[src/rtl/core/bfeu_pkg.sv]
package bfeu_pkg;

  // Field widths of the channels
  localparam int ACT_W  = 4;
  localparam int ARG_W  = 16;
  localparam int PC_W   = 12;
  localparam int BYTE_W = 8;
  localparam int CNT_W  = 15;
  localparam int STEP_W = ARG_W + 1;

  // Default tape address width (32768 cells)
  localparam int TAPE_AW_DEF = 15;

  // Incoming action codes
  localparam logic [ACT_W-1:0] ACT_END     = 4'd0;
  localparam logic [ACT_W-1:0] ACT_PTR_INC = 4'd1;
  localparam logic [ACT_W-1:0] ACT_PTR_DEC = 4'd2;
  localparam logic [ACT_W-1:0] ACT_VAL_INC = 4'd3;
  localparam logic [ACT_W-1:0] ACT_VAL_DEC = 4'd4;
  localparam logic [ACT_W-1:0] ACT_PUT     = 4'd5;
  localparam logic [ACT_W-1:0] ACT_GET     = 4'd6;
  localparam logic [ACT_W-1:0] ACT_JZ      = 4'd7;
  localparam logic [ACT_W-1:0] ACT_JNZ     = 4'd8;
  localparam logic [ACT_W-1:0] ACT_ZERO    = 4'd9;
  localparam logic [ACT_W-1:0] ACT_SCAN    = 4'd10;
  localparam logic [ACT_W-1:0] ACT_MOVEADD = 4'd11;

  // Decoded operation kinds handed from front to back
  localparam int KIND_W = 4;
  localparam logic [KIND_W-1:0] K_NOP      = 4'd0;
  localparam logic [KIND_W-1:0] K_END      = 4'd1;
  localparam logic [KIND_W-1:0] K_PTR      = 4'd2;
  localparam logic [KIND_W-1:0] K_CELL_ADD = 4'd3;
  localparam logic [KIND_W-1:0] K_PUT      = 4'd4;
  localparam logic [KIND_W-1:0] K_STORE    = 4'd5;
  localparam logic [KIND_W-1:0] K_JZ       = 4'd6;
  localparam logic [KIND_W-1:0] K_JNZ      = 4'd7;
  localparam logic [KIND_W-1:0] K_SCAN     = 4'd8;
  localparam logic [KIND_W-1:0] K_MOVEADD  = 4'd9;

  // Decoded operation
  typedef struct packed {
    logic [KIND_W-1:0] kind;
    logic [STEP_W-1:0] step;       // signed pointer delta / stride / offset
    logic [BYTE_W-1:0] byte_val;   // addend or byte to store
    logic [CNT_W-1:0]  put_count;
    logic [PC_W-1:0]   seq_pc;     // pc when no jump is taken
    logic [PC_W-1:0]   jump_pc;    // pc when a jump is taken
  } bfeu_op_t;

  localparam int QUEUE_DEPTH = 2;

endpackage

[src/rtl/core/bfeu_queue.sv]
module bfeu_queue import bfeu_pkg::*; (
  input  logic     clk,
  input  logic     rst_n,
  input  logic     push,
  input  bfeu_op_t push_op,
  output logic     full,
  input  logic     pop,
  output logic     head_valid,
  output bfeu_op_t head_op
);

  localparam int PW = $clog2(QUEUE_DEPTH);

  bfeu_op_t         entry_r [QUEUE_DEPTH];
  logic [PW-1:0]    wr_ptr_r, wr_ptr_nxt;
  logic [PW-1:0]    rd_ptr_r, rd_ptr_nxt;
  logic [PW:0]      count_r, count_nxt;

  assign full       = (count_r == (PW+1)'(QUEUE_DEPTH));
  assign head_valid = (count_r != '0);
  assign head_op    = entry_r[rd_ptr_r];

  // Pointer and fill bookkeeping
  always_comb begin
    wr_ptr_nxt = wr_ptr_r;
    rd_ptr_nxt = rd_ptr_r;
    count_nxt  = count_r;
    if (push) begin
      wr_ptr_nxt = (wr_ptr_r == PW'(QUEUE_DEPTH - 1)) ? '0 : wr_ptr_r + PW'(1);
    end
    if (pop) begin
      rd_ptr_nxt = (rd_ptr_r == PW'(QUEUE_DEPTH - 1)) ? '0 : rd_ptr_r + PW'(1);
    end
    if (push && !pop) begin
      count_nxt = count_r + (PW+1)'(1);
    end else if (pop && !push) begin
      count_nxt = count_r - (PW+1)'(1);
    end
  end

  always_ff @(posedge clk) begin
    if (!rst_n) begin
      wr_ptr_r <= '0;
      rd_ptr_r <= '0;
      count_r  <= '0;
    end else begin
      wr_ptr_r <= wr_ptr_nxt;
      rd_ptr_r <= rd_ptr_nxt;
      count_r  <= count_nxt;
    end
  end

  // Storage
  always_ff @(posedge clk) begin
    if (push) begin
      entry_r[wr_ptr_r] <= push_op;
    end
  end

endmodule

[config.mk]
export PLATFORM = sky130hd
export DESIGN_NAME = bfeu_queue
export DESIGN_NICKNAME = d
export VERILOG_FILES = /design/src/rtl/core/bfeu_pkg.sv /design/src/rtl/core/bfeu_queue.sv
export SDC_FILE = /design/constraint.sdc
export NUM_CORES = 1
export LEC_CHECK = 0
export BUFFER_PORTS_ARGS = -buffer_cell sky130_fd_sc_hd__buf_2
export CORE_MARGIN = 2
export CORE_UTILIZATION = 45
export DETAILED_ROUTE_END_ITERATION = 7
export PLACE_DENSITY = 0.7
export SLEW_MARGIN = 40
export SYNTH_ARGS = -nofsm -noshare
export SYNTH_HDL_FRONTEND = slang
export SYNTH_SLANG_ARGS = --single-unit
[constraint.sdc]
create_clock -name clk -period 7.7 [get_ports clk]
set_input_delay 1.155 -clock clk [delete_from_list [all_inputs] [get_ports clk]]
set_output_delay 1.155 -clock clk [all_outputs]
set_load 0.02 [all_outputs]
==> results of run 1 <==
cells in the mapped netlist:
library cell    n
o21ai_0         1
mux2_2         48
or2_2           1
a21boi_1        1
dfxtp_1         5
o21a_1          1
ha_1            1
mux2_4         20
buf_8           2
and2_1          4
edfxtp_1      136
xnor2_1         1
buf_6           2
nor2b_1         3
xor2_1          2
inv_1           1
or3_1           1
buf_2           4
area by class of cell:
class | instances | area share (%)
sequential | 141 | 61.74
multi-input combinational | 84 | 14.24
inverter | 1 | 0.05534
clock inverter | 14 | 3.652
clock buffer | 17 | 6.272
timing repair buffer | 145 | 11.40
tap | 143 | 2.638
layer usage:
metal / share of wire [%] / vias up / routed length (um) / GRT usage [%]
li1: - / 1234 / - / -
met1: 44 / 1257 / 3871 / 18.28
met2: 48 / 103 / 4302 / 23.11
met3: 6.8 / 14 / 602 / 6.151
met4: 1.2 / 0 / 109 / 5.185
met5: 0 / - / 0 / 0
how the worst min path moves through the flow:
stage / from / to / slack, ns / depth (start not counted)
finish: count_r[1] / count_r[1] / 0.53 / 2
global placement: count_r[1] / count_r[1] / 0.48 / 2
global route: count_r[1] / count_r[1] / 0.55 / 2
detailed placement: count_r[1] / count_r[1] / 0.52 / 2
floorplan: count_r[1] / count_r[1] / 0.46 / 2
CTS: count_r[1] / count_r[1] / 0.53 / 2
flip-flops by register name, indices dropped and copies added, names as in the netlist, named ones only:
| signal | flops |
|---|---|
| rd_ptr_r | 1 |
| count_r | 2 |
| entry_r | 136 |
| wr_ptr_r | 1 |
cells by family after synthesis:
| family | after synthesis | share of synthesized area [%] |
|---|---|---|
| xor+xnor | 3 | 0.5038 |
| fa+ha+maj | 1 | 0.2398 |
| simple gates | 9 | 1.080 |
| buf+inv | 9 | 1.463 |
| flops | 141 | 80.21 |
| compound gates | 3 | 0.3838 |
| mux | 68 | 16.12 |
worst max-delay path: cells and delay by family (launching register included):
| family | cells | cell delay (ns) |
|---|---|---|
| buffers and inverters | 3 | 0.62 |
| flip-flops | 1 | 0.54 |
| multiplexers | 1 | 0.38 |
power breakdown:
group          total (W)  leakage, nW  internal, W  switching (W)
combinational   0.000207        0.980    0.0000922       0.000114
sequential      0.000902         1.32     0.000887      0.0000150
clock           0.000926        0.325     0.000634       0.000292
per-stage QoR:
step / hold WS, ns / cell area, um^2 / setup slack, ns / std cells
after CTS: 0.5278 / 6783 / 4.522 / 545
after floorplan: 0.4606 / 5216 / 3.025 / 234
final: 0.5306 / 6783 / 4.594 / 545
after global routing: 0.5534 / 6783 / 4.467 / 545
after detailed placement: 0.5197 / 6110 / 4.740 / 514
after global placement: 0.4787 / 6050 / 4.761 / 511
placed cells by master (no fill, tap or decap):
| cell | n |
|---|---|
| buf_4 | 1 |
| a21boi_1 | 1 |
| xor2_1 | 2 |
| buf_12 | 3 |
| dfxtp_1 | 4 |
| nor2b_1 | 2 |
| or3_1 | 1 |
| clkinvlp_4 | 1 |
| edfxtp_1 | 136 |
| clkbuf_16 | 17 |
| clkinv_4 | 1 |
| clkinv_1 | 3 |
| buf_2 | 141 |
| xnor2_1 | 1 |
| mux2_4 | 20 |
| and2_1 | 3 |
| and2_4 | 1 |
| mux2_2 | 48 |
| o21a_1 | 1 |
| nor2b_4 | 1 |
| dfxtp_4 | 1 |
| bufinv_16 | 7 |
| clkinv_2 | 2 |
| ha_1 | 1 |
| or2_2 | 1 |
| inv_1 | 1 |
| o21ai_0 | 1 |
==> results by group, run 1 <==
Hold path
  – Worst hold path type: reg -> reg

Clock tree
  – CTS tree: yes
  – CTS Buf Count: 17
  – # hold bufs at CTS: 0
  – CTS Root Cell: clkbuf_16
  – Setup Fix Bufs, Post-CTS: 0
  – Clk sink count: about 140
  – Clock slew seen by the registers of the worst setup and hold paths: approximately 0.05 ns
  – Clk Latency, worst-skew pair: between 0.4 and 0.5 ns
  – CTS max path bufs: 2
  – PostCTS Resize Cnt: 0
  – Htree depth: 4

Floorplan
  – Number of I/O pins: 142
  – # rows: 39
  – Initial core utilization: about 46%
  – Core area: 11370 um^2
  – Die X: around 110 um
  – Die height: 111.7 um
  – Die ar.: around 12000 um^2

Worst setup path
  – Type of origin of the critical path: flop
  – Worst R2R Setup Slack: 5.76 ns
  – Reg-to-Reg Start: wr_ptr_r
  – Kind of critical path: reg -> out
  – Slowest CP cell: dfxtp_4
  – Critical path required time: 6.55 ns
  – Critical path fanouts, max: 24
  – CP endpoint kind: output pin
  – Crit-path cells: buf_12, buf_12, mux2_2, buf_2
  – CP arrival: approximately 2.0 ns
  – Crit path to: head_op[53]
  – R2R cell count: 2
  – Critical path's largest stage delay: 0.54 ns
  – Most used cell, CP: buf_12
  – Reg2reg end: entry_r[0][34]

STA
  – Post-Route Setup TNS: 0 ns
  – Min cycle time layout: 3.106 ns
  – Clock Skew: 0.007664 ns
  – RSZ-0062 raised after global routing: false
  – Final Hold Vio Count: 0
  – Highest Clock Rate: between 0.3 and 0.4 GHz
  – Final slew viol count: 0
  – Final Cycle Share: 40.34%
  – Final setup vio count: 0
  – Worst slew pin tran: roughly 0.7 ns
  – Slew margin rel.: between 50% and 60%

Synthesis
  – Syn Area/Cell: ~22 um^2
  – Register area share after synthesis: 80.21%
  – Top post-synthesis cells by area: edfxtp_1, mux2_2, mux2_4, dfxtp_1, buf_8
  – Synth Register Bits: between 100 and 150
  – Top-area cell type share of the netlist area: approximately four fifths
  – Largest area contributor in the netlist: edfxtp_1
  – Post-synthesis instance total: roughly 230
  – Syn nets: between 300 and 400
  – Unique cell type count in the Yosys netlist: 18
  – Synthesis Warnings: 0
  – Synth Cell Area: between 5000 and 6000 um^2

Routing
  – Detail Route Antenna Nets: 0
  – Vias: 2608
  – WL final: 8886 um
  – Residual DRC count: 0
  – Vias per std cell: approximately 4.8
  – Routed len/inst: between 15 and 20 um
  – Iteration-0 DRC Markers: 117
  – Pre-Repair DR Iteration Count: 4

GRT
  – Antenna violations before repair: 0
  – Largest net degree at the start of global routing: 46
  – Total track usage: between 10% and 20%
  – Total global routing overflow: 0
  – Global-route wire length before repair: 13790 um
  – Vias in the first global route: around 2700

Placement
  – Dpl hpwl: slightly below 6000 um
  – Port Buffers: approximately 140
  – RePlAce Congestion: 0.6672

Finish
  – Fin util: 59.66%
  – FILL cells: between 800 and 900
  – Multi-input logic area: 965.9 um^2
  – Register area: between 4000 and 5000 um^2
  – Total Nets Final: 463
  – Ant. Diodes: 0
  – Syn-to-layout area delta: 30.03%
  – Share of cells above drive strength 1: 60.95%

Run status
  – Run status: completed

Run
  – Max Cap Viol: 0

Pwr
  – Power Total: 0.002034 W
  – Leak pwr: roughly 2.6 nW
  – Maximum vdd drop: between 0.1 and 0.15 mV
  – Pwr/cell area: 299.9 nW/um^2
(Power assumes the default switching activity.)
==> run 2, diff against run 1 <==
- clock period: 7.7 -> 3.2 ns (I/O delays scaled with it)
==> run 2 against run 1 <==
First-iteration DRC count increased by 20%. Sequential share of layout area grew 1.4 points. Cell count rose by 0.18%. Non-clock buffer count stayed put. Core utilization decreased by 1.3 points. Worst hold slack worse by 0.27 ns. Sequential power up 140%. Power grew 120%.
==> results by group, run 2 (synthesis results as in run 1) <==
Floorplan
  – Die X: ~110 um
  – Core area: about 11000 um^2
  – # rows: 39
  – Die height: between 100 and 150 um
  – Die ar.: approximately 12000 um^2
  – Initial core utilization: between 40 and 50%
  – Number of I/O pins: around 140

Run
  – Max Cap Viol: 0

GRT
  – Global-route wire length before repair: approximately 14000 um
  – Total track usage: 14.66%
  – Vias in the first global route: approximately 2800
  – Total global routing overflow: 0
  – Antenna violations before repair: 0
  – Largest net degree at the start of global routing: 39

Finish
  – Most frequent cells in the layout: buf_2, edfxtp_1, mux2_2
  – Total Nets Final: about 460
  – Share of cells above drive strength 1: between 60% and 70%
  – Syn-to-layout area delta: 27.10%
  – Commonest non-fill, non-tap cell in the layout: buf_2
  – Max FFs per register: 136
  – Largest Register: entry_r
  – FILL cells: 860
  – Largest regs: entry_r x136, count_r x2
  – Ant. Diodes: 0

Routing
  – Detail Route Antenna Nets: 0
  – Vias per std cell: 4.848
  – WL final: between 8000 and 9000 um
  – Residual DRC count: 0
  – Vias: 2647
  – Pre-Repair DR Iteration Count: 4
  – Routed len/inst: about 16 um
  – Iteration-0 DRC Markers: 140

STA
  – Slew margin rel.: around two thirds
  – Highest Clock Rate: roughly 0.4 GHz
  – Min cycle time layout: around 2.4 ns
  – Final Cycle Share: 75.95%
  – Final Hold Vio Count: 0
  – Final setup vio count: 0
  – Hold slack: ~0.26 ns
  – RSZ-0062 raised after global routing: false
  – Worst slew pin tran: a little over 0.5 ns
  – Clock Skew: 0.007708 ns
  – Post-Route Setup TNS: 0 ns
  – Final slew viol count: 0

Run status
  – Run status: completed

Pwr
  – Internal power: ~0.0034 W
  – Sw Share: a little under a quarter
  – Reg power frac: 49.5%
  – Leak pwr: approximately 2.5 nW
  – Gate power share: between 10 and 15%
  – Pwr/cell area: around 660 nW/um^2
  – Maximum vdd drop: around 0.36 mV
  – Switching Power: about 0.001 W
  – Clk pwr share: between 30 and 40%

Clock tree
  – CTS tree: yes
  – Clk sink count: roughly 140
  – CTS Root Cell: clkbuf_16
  – Clk Latency, worst-skew pair: 0.41 ns
  – Setup Fix Bufs, Post-CTS: 0
  – # hold bufs at CTS: 0
  – PostCTS Resize Cnt: 0
  – Clock slew seen by the registers of the worst setup and hold paths: ~0.060 ns
  – Htree depth: 4
  – CTS max path bufs: 2
  – CTS Buf Count: 17

Worst setup path
  – R2R cell count: 2
  – Critical path required time: ~2.7 ns
  – Worst R2R Setup Slack: 1.57 ns
  – Slowest CP cell: dfxtp_4
  – Kind of critical path: reg -> out
  – Type of origin of the critical path: flop
  – Critical path's largest stage delay: 0.64 ns
  – CP top delay family: flip-flops
  – Critical path buffers and inverters: 2
  – Critical Path Stages: 3
  – CP arrival: about 2.0 ns
  – Critical path fanouts, max: 38
  – Crit-path cells: buf_12, mux2_2, buf_2
  – CP endpoint kind: output pin

Placement
  – RePlAce Congestion: roughly 0.70
  – Port Buffers: between 100 and 150
  – Dpl hpwl: 5711 um

Hold path
  – Worst hold path type: in -> reg
  – Hold depth: 1
==> run 2: changes by cell type in the layout (fill, tap and decap cells not counted), sizes merged <==
cell / delta
clkinv: +2
clkbuf: +1
clkinvlp: +4
bufinv: -6
==> run 2: area by class of cell <==
type | count | area (um^2) | share of cell area, %
timing repair buffer | 145 | 760.7 | 11.47
inverter | 1 | 3.754 | 0.05661
multi-input combinational | 84 | 965.9 | 14.57
clock inverter | 14 | 103.9 | 1.566
tap | 143 | 178.9 | 2.699
sequential | 141 | 4188 | 63.16
clock buffer | 18 | 429.2 | 6.473
==> run 2: metal layers <==
metal	global-route usage [%]	vias to the layer above	routed length, um
met4	5.679	0	129
li1	-	1238	-
met1	16.49	1300	3526
met3	6.696	12	675
met5	0	-	0
met2	24.48	97	4391
==> run 2: worst paths after layout <==
check,start,endpoint
setup / recovery,flop,head_op[60]
hold / removal,push_op[15],entry_r[0][15]
setup reg to reg,wr_ptr_r,entry_r[0][42]
hold reg to reg,count_r[1],count_r[1]
==> run 2: power by group through the flow <==
stage,sequential (W),combinational [W],clock (W)
2_1_floorplan,0.00219,0.000341,0
3_3_place_gp,0.00221,0.000484,0
3_5_place_dp,0.00222,0.000493,0
4_1_cts,0.00218,0.000495,0.00178
5_1_grt,0.00219,0.000522,0.00186
6_report,0.00218,0.000486,0.00173
==> run 2: through the flow <==
stage	instance area [um^2]	util, %	std cells	power (W)	setup slack (ns)
4_1_cts	6630	58.31	546	0.004455	0.7271
6_report	6630	58.31	546	0.004396	0.7697
3_5_place_dp	6097	53.63	514	0.002709	1.166
5_1_grt	6630	58.31	546	0.004565	0.6706
3_3_place_gp	6077	53.45	513	0.002693	1.190
2_1_floorplan	5219	-	234	0.002534	0.4863
