`src/rtl/core/bfeu_pkg.sv`:
```
package bfeu_pkg;

  // Field widths of the channels
  localparam int ACT_W  = 4;
  localparam int ARG_W  = 16;
  localparam int PC_W   = 12;
  localparam int BYTE_W = 8;
  localparam int CNT_W  = 15;
  localparam int STEP_W = ARG_W + 1;

  // Default tape address width (32768 cells)
  localparam int TAPE_AW_DEF = 15;

  // Incoming action codes
  localparam logic [ACT_W-1:0] ACT_END     = 4'd0;
  localparam logic [ACT_W-1:0] ACT_PTR_INC = 4'd1;
  localparam logic [ACT_W-1:0] ACT_PTR_DEC = 4'd2;
  localparam logic [ACT_W-1:0] ACT_VAL_INC = 4'd3;
  localparam logic [ACT_W-1:0] ACT_VAL_DEC = 4'd4;
  localparam logic [ACT_W-1:0] ACT_PUT     = 4'd5;
  localparam logic [ACT_W-1:0] ACT_GET     = 4'd6;
  localparam logic [ACT_W-1:0] ACT_JZ      = 4'd7;
  localparam logic [ACT_W-1:0] ACT_JNZ     = 4'd8;
  localparam logic [ACT_W-1:0] ACT_ZERO    = 4'd9;
  localparam logic [ACT_W-1:0] ACT_SCAN    = 4'd10;
  localparam logic [ACT_W-1:0] ACT_MOVEADD = 4'd11;

  // Decoded operation kinds handed from front to back
  localparam int KIND_W = 4;
  localparam logic [KIND_W-1:0] K_NOP      = 4'd0;
  localparam logic [KIND_W-1:0] K_END      = 4'd1;
  localparam logic [KIND_W-1:0] K_PTR      = 4'd2;
  localparam logic [KIND_W-1:0] K_CELL_ADD = 4'd3;
  localparam logic [KIND_W-1:0] K_PUT      = 4'd4;
  localparam logic [KIND_W-1:0] K_STORE    = 4'd5;
  localparam logic [KIND_W-1:0] K_JZ       = 4'd6;
  localparam logic [KIND_W-1:0] K_JNZ      = 4'd7;
  localparam logic [KIND_W-1:0] K_SCAN     = 4'd8;
  localparam logic [KIND_W-1:0] K_MOVEADD  = 4'd9;

  // Decoded operation
  typedef struct packed {
    logic [KIND_W-1:0] kind;
    logic [STEP_W-1:0] step;       // signed pointer delta / stride / offset
    logic [BYTE_W-1:0] byte_val;   // addend or byte to store
    logic [CNT_W-1:0]  put_count;
    logic [PC_W-1:0]   seq_pc;     // pc when no jump is taken
    logic [PC_W-1:0]   jump_pc;    // pc when a jump is taken
  } bfeu_op_t;

  localparam int QUEUE_DEPTH = 2;

endpackage

```
`src/rtl/core/bfeu_if.sv`:
```
// Instruction channel
interface bfeu_in_if import bfeu_pkg::*; ();
  logic              valid;
  logic              ready;
  logic [ACT_W-1:0]  action;
  logic signed [ARG_W-1:0] argument;
  logic [PC_W-1:0]   current_pc;
  logic [BYTE_W-1:0] read_byte;

  modport source (output valid, action, argument, current_pc, read_byte, input ready);
  modport sink   (input valid, action, argument, current_pc, read_byte, output ready);
endinterface


```
`src/rtl/core/bfeu_front.sv`:
```
module bfeu_front import bfeu_pkg::*; (
  bfeu_in_if.sink  in_ch,
  input  logic     tape_ready,
  input  logic     q_full,
  output logic     push,
  output bfeu_op_t push_op
);

  logic              arg_pos;
  logic [STEP_W-1:0] arg_ext;

  // Take a beat whenever the queue has room and the tape is cleared
  assign in_ch.ready = tape_ready && !q_full;
  assign push        = in_ch.valid && in_ch.ready;

  assign arg_pos = !in_ch.argument[ARG_W-1] && (in_ch.argument != '0);
  assign arg_ext = {in_ch.argument[ARG_W-1], in_ch.argument};

  // Classify the action and precompute everything that needs no tape data
  always_comb begin
    push_op.kind      = K_NOP;
    push_op.step      = arg_ext;
    push_op.byte_val  = in_ch.argument[BYTE_W-1:0];
    push_op.put_count = '0;
    push_op.seq_pc    = in_ch.current_pc + PC_W'(1);
    push_op.jump_pc   = in_ch.argument[PC_W-1:0] + PC_W'(1);
    case (in_ch.action)
      ACT_END: begin
        push_op.kind   = K_END;
        push_op.seq_pc = in_ch.current_pc;
      end
      ACT_PTR_INC: push_op.kind = K_PTR;
      ACT_PTR_DEC: begin
        push_op.kind = K_PTR;
        push_op.step = ~arg_ext + STEP_W'(1);
      end
      ACT_VAL_INC: push_op.kind = K_CELL_ADD;
      ACT_VAL_DEC: begin
        push_op.kind     = K_CELL_ADD;
        push_op.byte_val = ~in_ch.argument[BYTE_W-1:0] + BYTE_W'(1);
      end
      ACT_PUT: begin
        push_op.kind      = K_PUT;
        push_op.put_count = arg_pos ? in_ch.argument[CNT_W-1:0] : '0;
      end
      ACT_GET: begin
        // non-positive count leaves the cell alone
        push_op.kind     = arg_pos ? K_STORE : K_NOP;
        push_op.byte_val = in_ch.read_byte;
      end
      ACT_JZ:      push_op.kind = K_JZ;
      ACT_JNZ:     push_op.kind = K_JNZ;
      ACT_ZERO: begin
        push_op.kind     = K_STORE;
        push_op.byte_val = '0;
      end
      ACT_SCAN:    push_op.kind = K_SCAN;
      ACT_MOVEADD: push_op.kind = K_MOVEADD;
      default:     push_op.kind = K_NOP;
    endcase
  end

endmodule

```
`src/flat_wrapper.sv`:
```
// flat-port wrapper written by rule: the top's interface ports become plain ports
module bfeu_front_flat import bfeu_pkg::*;
  (tape_ready, q_full, push, push_op, in_ch_valid, in_ch_action, in_ch_argument, in_ch_current_pc, in_ch_read_byte, in_ch_ready);
  bfeu_in_if in_ch_i ();
  input  logic tape_ready;
  input  logic q_full;
  output logic push;
  output bfeu_op_t push_op;
  input wire logic [$bits(in_ch_i.valid)-1:0] in_ch_valid;
  input wire logic [$bits(in_ch_i.action)-1:0] in_ch_action;
  input wire logic [$bits(in_ch_i.argument)-1:0] in_ch_argument;
  input wire logic [$bits(in_ch_i.current_pc)-1:0] in_ch_current_pc;
  input wire logic [$bits(in_ch_i.read_byte)-1:0] in_ch_read_byte;
  output wire logic [$bits(in_ch_i.ready)-1:0] in_ch_ready;
  assign in_ch_i.valid = in_ch_valid;
  assign in_ch_i.action = in_ch_action;
  assign in_ch_i.argument = in_ch_argument;
  assign in_ch_i.current_pc = in_ch_current_pc;
  assign in_ch_i.read_byte = in_ch_read_byte;
  assign in_ch_ready = in_ch_i.ready;
  bfeu_front u_core (.in_ch(in_ch_i), .tape_ready(tape_ready), .q_full(q_full), .push(push), .push_op(push_op));
endmodule
```
`config.mk`:
```
export PLATFORM = sky130hd
export DESIGN_NAME = bfeu_front_flat
export DESIGN_NICKNAME = d
export VERILOG_FILES = /design/src/rtl/core/bfeu_pkg.sv /design/src/rtl/core/bfeu_if.sv /design/src/rtl/core/bfeu_front.sv /design/src/flat_wrapper.sv
export SDC_FILE = /design/constraint.sdc
export NUM_CORES = 1
export LEC_CHECK = 0
export ABC_AREA = 1
export BUFFER_PORTS_ARGS = -buffer_cell sky130_fd_sc_hd__buf_2
export CORE_ASPECT_RATIO = 1.1
export CORE_MARGIN = 2
export CORE_UTILIZATION = 38
export DETAILED_ROUTE_END_ITERATION = 8
export PLACE_DENSITY = 0.9
export SYNTH_ARGS = -nofsm -noshare
export SYNTH_HDL_FRONTEND = slang
export SYNTH_SLANG_ARGS = --single-unit
```
`constraint.sdc`:
```
create_clock -name vclk -period 1.7
set_input_delay 0.085 -clock vclk [all_inputs]
set_output_delay 0.085 -clock vclk [all_outputs]
set_load 0.01 [all_outputs]
```
==> metrics.cfg, run 1 <==
[run_status]
outcome = finished, final reports clean

[floorplanning]
die_y_microns = 69.3
die_area_sq_um = 4390
io_pins = 113
die_width_microns = 63.4
initial_core_util_pct = 40.0
rows = 23
design.core.area_sq_um = 3680

[global_routing]
grt_max_degree = 22
grt_util_met2_pct = 43.6
grt_overflow = 0
antenna_found_initial = 0
met1_usage_pct = 28.0
grt_pass1_vias = 2054
grt-busiest-layer = met2
grt_pass1_wl_mm = 8.63
met3_usage_pct = 1.95
grt_usage_pct = 23.0

[place]
place_congestion = 0.951
postPlaceCellArea_sq_um = 2160
port_buffers = 113
dp_hpwl_mm = 4.56
dp_slack_ns = -0.00354

[pwr]
p_leak_nw = 1.28
cellPowerDensity_nw_per_um2 = 231
power_frac_seq_pct = 0
p_sw_uw = 305
clockPowerShare_pct = 0
irDropWorstVdd_uv = 128
p_sw_share_pct = 59.2
comb_power_share_pct = 100.0
p_int_uw = 210

[timing]
min_period_ns = 1.64
layout_setup_ws_ns = 0.0612
slew_headroom_pct = 77.0
setup_viol = 0
slew_viol_final = 0
worst_pin_slew_ns = 0.345
fin_setup_tns_ns = 0
hold_violations = 0
period_share_pct = 96.4
timing.fmax_mhz = 610
hold_slack_ns = 0.422

[yosys]
synth-seq-area-share_pct = 0
syn_avg_cell_area_sq_um = 5.06
syn-num-nets = 338
synth_area_sq_um = 1470
synth_area_leader_cell = nand2_1
ys_warn_count = 0
synth_cells = 291
yosys-top-cells-count = nand2_1, inv_1, nand3_1, nor2_1, nor3_1
synthMostInstantiatedCell = nand2_1
synth.area.top_cells = nand2_1, xor2_1, nand3_1, inv_1, nor2_1
synth.distinct_cells = 30
synthDominantCellAreaShare_pct = 24.7

[route]
drt-total-wl_mm = 5.59
dr.pass1.iters = 5
route.detailed.drc = 0
wl_per_cell_microns = 12.1
drt_iter0_drc = 124
vias = 2356
vias_per_cell = 5.10
antenna_left = 0

[min_path]
hold_start = q_full
worstHoldPathType = primary input to primary output

[worst_setup_path]
crit_path_start_kind = primary input
arrival_ns = 1.55
end_kind = primary output
cp_data_required_time_ns = 1.62
path_max_fanout = 7
startpoint = in_ch_argument[1]
critPathKind = primary input to primary output

[cells_and_area]
stdcell_area_sq_um = 2230
multi_input_area_sq_um = 1310
n_clock_buffer = 0
diodes = 0
nNetsFinal = 461
seq_cells = 0
seq_area_sq_um = 0
fillers = 370
fin_util_pct = 60.5
syn2layout_area_growth_pct = 51.4
drive_gt1_share_pct = 38.1

[clock_tree]
cts_hold_buf = 0

[job]
cap_viol_max_count = 0

power by group through the flow:
stage               combinational, mW  clock, mW  sequential (mW)
finish                          0.516          0                0
global route                    0.564          0                0
floorplan                       0.263          0                0
CTS                             0.495          0                0
global placement                0.484          0                0
detailed placement              0.492          0                0
critical path, cell delays in order:
cell and delay (ns):
buf_2 0.10, inv_1 0.11, ha_4 0.16, nand2_2 0.07
nor2_4 0.10, nand3_2 0.10, nor2_2 0.13, nand3_2 0.09
ha_4 0.19, inv_4 0.07, clkbuf_16 0.14, nor3_1 0.05
buf_2 0.15
layout make-up:
class / instances / share of cell area [%]
Multi-Input combinational cell: 246 / 58.9
Tap cell: 50 / 2.81
Inverter: 38 / 6.51
Timing Repair Buffer: 128 / 31.8
kinds of logic after synthesis:
family / synth area share [%]
AO/OA/AOI/OAI: 10.2
XOR/XNOR: 11.3
adder cells (fa/ha/maj): 3.40
buffers and inverters: 13.8
AND/OR/NAND/NOR: 61.3
worst paths after layout:
path / endpoint / slack [ns] / cells past startpoint
hold / removal: in_ch_ready / 0.42 / 3
setup / recovery: push_op[32] / 0.06 / 13
per-stage QoR:
stage	cells	power [mW]
final	462	0.516
after global routing	462	0.564
after CTS	461	0.495
after detailed placement	461	0.492
after global placement	461	0.484
after floorplan	291	0.263
what timing repair did:
item | CTS | global route
resized for setup | 2 | 9
pin swaps | 0 | 4
endpoints found under the setup margin | 6 | 18
setup buffers | 0 | 0
cloned | 0 | 1
per-layer routing:
metal / up-vias / wire, microns
li1: 1181 / -
met1: 1027 / 2150
met2: 139 / 2800
met3: 9 / 574
met4: 0 / 71
met5: - / 0
placed cells by master (no fill, tap or decap), drive strengths merged:
cell     instances
clkbuf           1
xnor2            2
inv             38
xor2            17
nand3           30
nand2          101
o2111ai          1
ha               4
o211ai           4
nor3b            1
nand3b           1
o31ai            1
nor3            21
o21bai           1
nor2            39
o21ai           14
nand4            5
a21oi            3
o21a             1
buf            127
Note: power is estimated with default switching activity, not from simulation.
==> run 2: changes to the inputs <==
--- a/config.mk
+++ b/config.mk
@@ -6,12 +6,11 @@
 export NUM_CORES = 1
 export LEC_CHECK = 0
 export ABC_AREA = 1
-export BUFFER_PORTS_ARGS = -buffer_cell sky130_fd_sc_hd__buf_2
-export CORE_ASPECT_RATIO = 1.1
 export CORE_MARGIN = 2
-export CORE_UTILIZATION = 38
+export CORE_UTILIZATION = 50
 export DETAILED_ROUTE_END_ITERATION = 8
-export PLACE_DENSITY = 0.9
+export DONT_BUFFER_PORTS = 1
+export PLACE_DENSITY = 0.78
 export SYNTH_ARGS = -nofsm -noshare
 export SYNTH_HDL_FRONTEND = slang
 export SYNTH_SLANG_ARGS = --single-unit
==> run 2 against run 1 <==
Net effect: largest cell class unchanged; global-route usage up 0.41 points; combinational power down 38%; non-clock buffer count down 120; final area down 28%; cell count down 30%; die area down 23%; maximum frequency up 2.2%; sequential share of layout area unchanged; core utilization down 3.0 points; critical path depth down 2; worst setup slack better by 0.035 ns; clock-buffer cell count unchanged.
==> metrics.cfg, run 2 (same netlist as run 1, synthesis figures left out) <==
[floorplanning]
die_area_sq_um = 3400  ; -23%
rows = 19  ; -17%
design.core.area_sq_um = 2780  ; -24%
io_pins = 113  ; unchanged
initial_core_util_pct = 52.9  ; +13 points
die_width_microns = 58.3  ; -8.0%
die_y_microns = 58.3  ; -16%

[worst_setup_path]
endpoint = push_op[27]
arrival_ns = 1.52  ; -0.03 ns
end_kind = primary output
cp_data_required_time_ns = 1.62  ; about the same
startpoint = in_ch_argument[0]
crit_path_start_kind = primary input
path_max_fanout = 15  ; +8
critPathKind = primary input to primary output

[timing]
fin_setup_tns_ns = 0  ; unchanged
hold_violations = 0  ; unchanged
hold_slack_ns = 0.170  ; -0.252 ns
period_share_pct = 94.3  ; -2.1 points
worst_pin_slew_ns = 0.497  ; +0.152 ns
slew_headroom_pct = 66.8  ; -10 points
slew_viol_final = 0  ; unchanged
min_period_ns = 1.60  ; -0.0353 ns
setup_viol = 0  ; unchanged
timing.fmax_mhz = 624  ; +2.2%

[cells_and_area]
layout_commonest_cell = nand2_1
final_cell_mix = nand2_1, inv_1, nor2_1, nand3_1, nor3_2
drive_gt1_share_pct = 15.8  ; -22 points
nNetsFinal = 341  ; -26%
seq_cells = 0  ; unchanged
final_cells = 323  ; -30%
seq_area_sq_um = 0  ; unchanged
syn2layout_area_growth_pct = 8.75
n_clock_buffer = 0  ; unchanged
fin_util_pct = 57.6  ; -3.0 points
stdcell_area_sq_um = 1600  ; -28%
diodes = 0  ; unchanged

[route]
wl_per_cell_microns = 14.1  ; +17%
antenna_left = 0  ; unchanged
route.detailed.drc = 0  ; unchanged
vias_per_cell = 5.86  ; +15%
dr.pass1.iters = 4  ; -1
vias = 1894  ; -20%
drt_iter0_drc = 122  ; -1.6%
drt-total-wl_mm = 4.57  ; -18%

[global_routing]
grt_pass1_vias = 1597  ; -22%
grt_max_degree = 22  ; unchanged
antenna_found_initial = 0  ; unchanged
grt_pass1_wl_mm = 6.56  ; -24%
grt_overflow = 0  ; unchanged
grt_usage_pct = 23.4  ; +0.41 points

[place]
place_congestion = 0.921  ; -3.2%
dp.cells = 322  ; -30%
postPlaceCellArea_sq_um = 1500  ; -30%
port_buffers = 0  ; -100%
dp_hpwl_mm = 3.61  ; -21%

[pwr]
cellPowerDensity_nw_per_um2 = 200  ; -14%
irDropWorstVdd_uv = 146  ; +14%
p_leak_nw = 0.772  ; -40%

[min_path]
worstHoldPathType = primary input to primary output

[job]
cap_viol_max_count = 0  ; unchanged

[run_status]
outcome = finished, final reports clean

-- run 2: cell count changes in the layout (fill, tap and decap cells not counted), moves of 2 or more --
cell | before | now
buf_2 | 113 | 0
buf_4 | 13 | 7
ha_1 | 2 | 4
ha_4 | 2 | 0
nand3_1 | 27 | 29
nand3_2 | 3 | 1
nor3_1 | 18 | 3
nor3_2 | 3 | 18
-- run 2: how the worst min path moves through the flow --
stage	endpoint	slack (ns)	cells after the start	startpoint
after floorplan	in_ch_ready	0.22	1	q_full
after global placement	push_op[47]	0.17	0	in_ch_argument[0]
after detailed placement	push_op[47]	0.17	0	in_ch_argument[0]
after CTS	push_op[47]	0.17	0	in_ch_argument[0]
after global routing	push_op[47]	0.17	0	in_ch_argument[0]
final	push_op[47]	0.17	0	in_ch_argument[0]
-- run 2: repair_timing --
item	in CTS	in global routing
setup endpoints to repair	0	15
hold buffers	0	0
setup buffers	0	1
resized for setup	0	16
-- run 2: cell type report --
cell class | count | area (sq um)
Inverter | 38 | 146
Multi-Input combinational cell | 246 | 1340
Fill cell | 293 | 1180
Tap cell | 31 | 38.8
Timing Repair Buffer | 8 | 72.6
-- run 2: worst max-delay path, cell delays in order --
cell        delay [ns]
inv_1             0.03
ha_1              0.20
nand2_1           0.13
nor2_2            0.06
nand3_1           0.10
nor2_1            0.05
nand3_1           0.07
ha_1              0.21
clkinvlp_4        0.12
buf_12            0.16
nor3_2            0.29
-- run 2: metrics by stage --
stage / worst slack (ns) / power [mW]
3_3_place_gp: 0.0749 / 0.298
3_5_place_dp: 0.00586 / 0.301
5_1_grt: -0.0165 / 0.351
6_report: 0.0966 / 0.320
4_1_cts: 0.00141 / 0.302
2_1_floorplan: 0.0215 / 0.263
-- run 2: power by group --
group	leakage, nW	switching (mW)	internal (mW)
registers	0	0	0
clock network	0	0	0
logic	0.772	0.222	0.0973
-- run 2: routing by layer --
metal  routed length, microns  GRT usage [%]  vias to the layer above
met1                     1810           29.1                      842
met3                      472           3.35                        0
li1                         -              -                      941
met4                        0           4.32                        0
met5                        0              0                        -
met2                     2280           42.5                      111
==> run 3: changes to the inputs <==
==> constraint.sdc (replaced) <==
create_clock -name vclk -period 1.7
set_input_delay 0 -clock vclk [all_inputs]
set_output_delay 0 -clock vclk [all_outputs]
set_load 0.01 [all_outputs]
==> run 3 against run 2 <==
Net effect: first-iteration DRC count shrank 8.2%; power shrank 0.25%; final area shrank 0.78%; largest cell class unchanged; largest power group unchanged.
==> metrics.cfg, run 3 (same netlist as run 1, synthesis figures left out) <==
[run_status]
outcome = finished, final reports clean

[route]
route.detailed.drc = 0  ; unchanged
antenna_left = 0  ; unchanged
wl_per_cell_microns = 13.9  ; -1.9%
drt-total-wl_mm = 4.42  ; -3.1%
dr.pass1.iters = 4  ; unchanged
vias = 1846  ; -2.5%
vias_per_cell = 5.79  ; -1.3%
drt_iter0_drc = 112  ; -8.2%

[worst_setup_path]
cp_slowest_cell = nor3_2
slowest_delay_ns = 0.28  ; about the same
crit_path_start_kind = primary input
critPathTopFamily = simple AND/OR/NAND/NOR gates
cp_data_required_time_ns = 1.70  ; +0.08 ns
path_cells = inv_1 > ha_4 > nand2_1 > nor2_4 > nand3_1 > nor2_1 > nand3_1 > ha_1 > clkinvlp_4 > buf_12 > nor3_2
crit_buf_inv = 3  ; unchanged
cp_common_cell = nand3_1
path_max_fanout = 15  ; unchanged
arrival_ns = 1.50  ; -0.02 ns
cp_num_cells = 11  ; unchanged
end_kind = primary output
critPathKind = primary input to primary output

[min_path]
worstHoldPathType = primary input to primary output
hold_path_depth = 0  ; unchanged

[floorplanning]
die_y_microns = 58.3  ; unchanged
rows = 19  ; unchanged
die_area_sq_um = 3400  ; unchanged
io_pins = 113  ; unchanged
initial_core_util_pct = 52.9  ; unchanged
design.core.area_sq_um = 2780  ; unchanged
die_width_microns = 58.3  ; unchanged

[global_routing]
grt_usage_pct = 23.3  ; -0.092 points
antenna_found_initial = 0  ; unchanged
grt_pass1_wl_mm = 6.56  ; about the same
grt_max_degree = 22  ; unchanged
grt_pass1_vias = 1571  ; -1.6%
grt_overflow = 0  ; unchanged

[timing]
min_period_ns = 1.50  ; -0.105 ns
slew_headroom_pct = 65.8  ; -0.94 points
worst_pin_slew_ns = 0.511  ; +0.0140 ns
setup_viol = 0  ; unchanged
rsz0062_at_grt = false
slew_viol_final = 0  ; unchanged
fin_setup_tns_ns = 0  ; unchanged
layout_setup_ws_ns = 0.201  ; +0.105 ns
hold_violations = 0  ; unchanged
period_share_pct = 88.2  ; -6.2 points
timing.fmax_mhz = 667  ; +7.0%

[cells_and_area]
drive_gt1_share_pct = 14.9  ; -0.82 points
seq_area_sq_um = 0  ; unchanged
layout_commonest_cell = nand2_1
final_cells = 319  ; -1.2%
final_cell_mix = nand2_1, inv_1, nor2_1, nand3_1, nor3_2
seq_cells = 0  ; unchanged
syn2layout_area_growth_pct = 7.90
nNetsFinal = 337  ; -1.2%
diodes = 0  ; unchanged
n_clock_buffer = 0  ; unchanged

[pwr]
cellPowerDensity_nw_per_um2 = 201  ; +0.53%
p_leak_nw = 0.753  ; -2.6%
irDropWorstVdd_uv = 124  ; -15%

[place]
dp_hpwl_mm = 3.53  ; -2.1%
dp_slack_ns = -0.0146  ; -0.0205 ns
port_buffers = 0  ; unchanged
dp.cells = 318  ; -1.2%
place_congestion = 0.923  ; +0.30%

[clock_tree]
cts_hold_buf = 0  ; unchanged

[job]
cap_viol_max_count = 0  ; unchanged

run 3: cell type report:
| cell class | instances | area (sq um) |
|---|---|---|
| Multi-Input combinational cell | 246 | 1360 |
| Fill cell | 290 | 1190 |
| Timing Repair Buffer | 4 | 42.5 |
| Tap cell | 31 | 38.8 |
| Inverter | 38 | 146 |
run 3: layer usage:
metal,GRT usage (%),routed length [microns],vias to the layer above
met1,30.4,1830,821
li1,-,-,928
met5,0,0,-
met4,4.65,22,0
met2,40.3,2160,93
met3,3.57,412,4
run 3: report_power, final:
| group | switching, mW | total, mW | internal [mW] |
|---|---|---|---|
| clock | 0 | 0 | 0 |
| combinational | 0.223 | 0.319 | 0.0964 |
| sequential | 0 | 0 | 0 |
run 3: stage by stage:
stage | power, mW | utilization (%) | hold slack [ns] | cell area [sq um]
final | 0.319 | 57.1 | 0.000244 | 1590
after global routing | 0.351 | 57.1 | 0.000418 | 1590
after CTS | 0.298 | 53.1 | 0.000202 | 1480
after detailed placement | 0.295 | 52.9 | 0.000203 | 1470
after global placement | 0.293 | 52.9 | 0.000200 | 1470
after floorplan | 0.263 | - | 0.0475 | 1470
run 3: worst paths after layout:
check	start	endpoint	slack (ns)
setup / recovery	in_ch_argument[1]	push_op[24]	0.20
hold / removal	in_ch_argument[0]	push_op[47]	0.0002
run 3: what timing repair did:
item | CTS | global route
setup endpoints to repair | 14 | 16
gates resized for setup | 1 | 18
cloned | 0 | 0
buffers inserted | 0 | 1
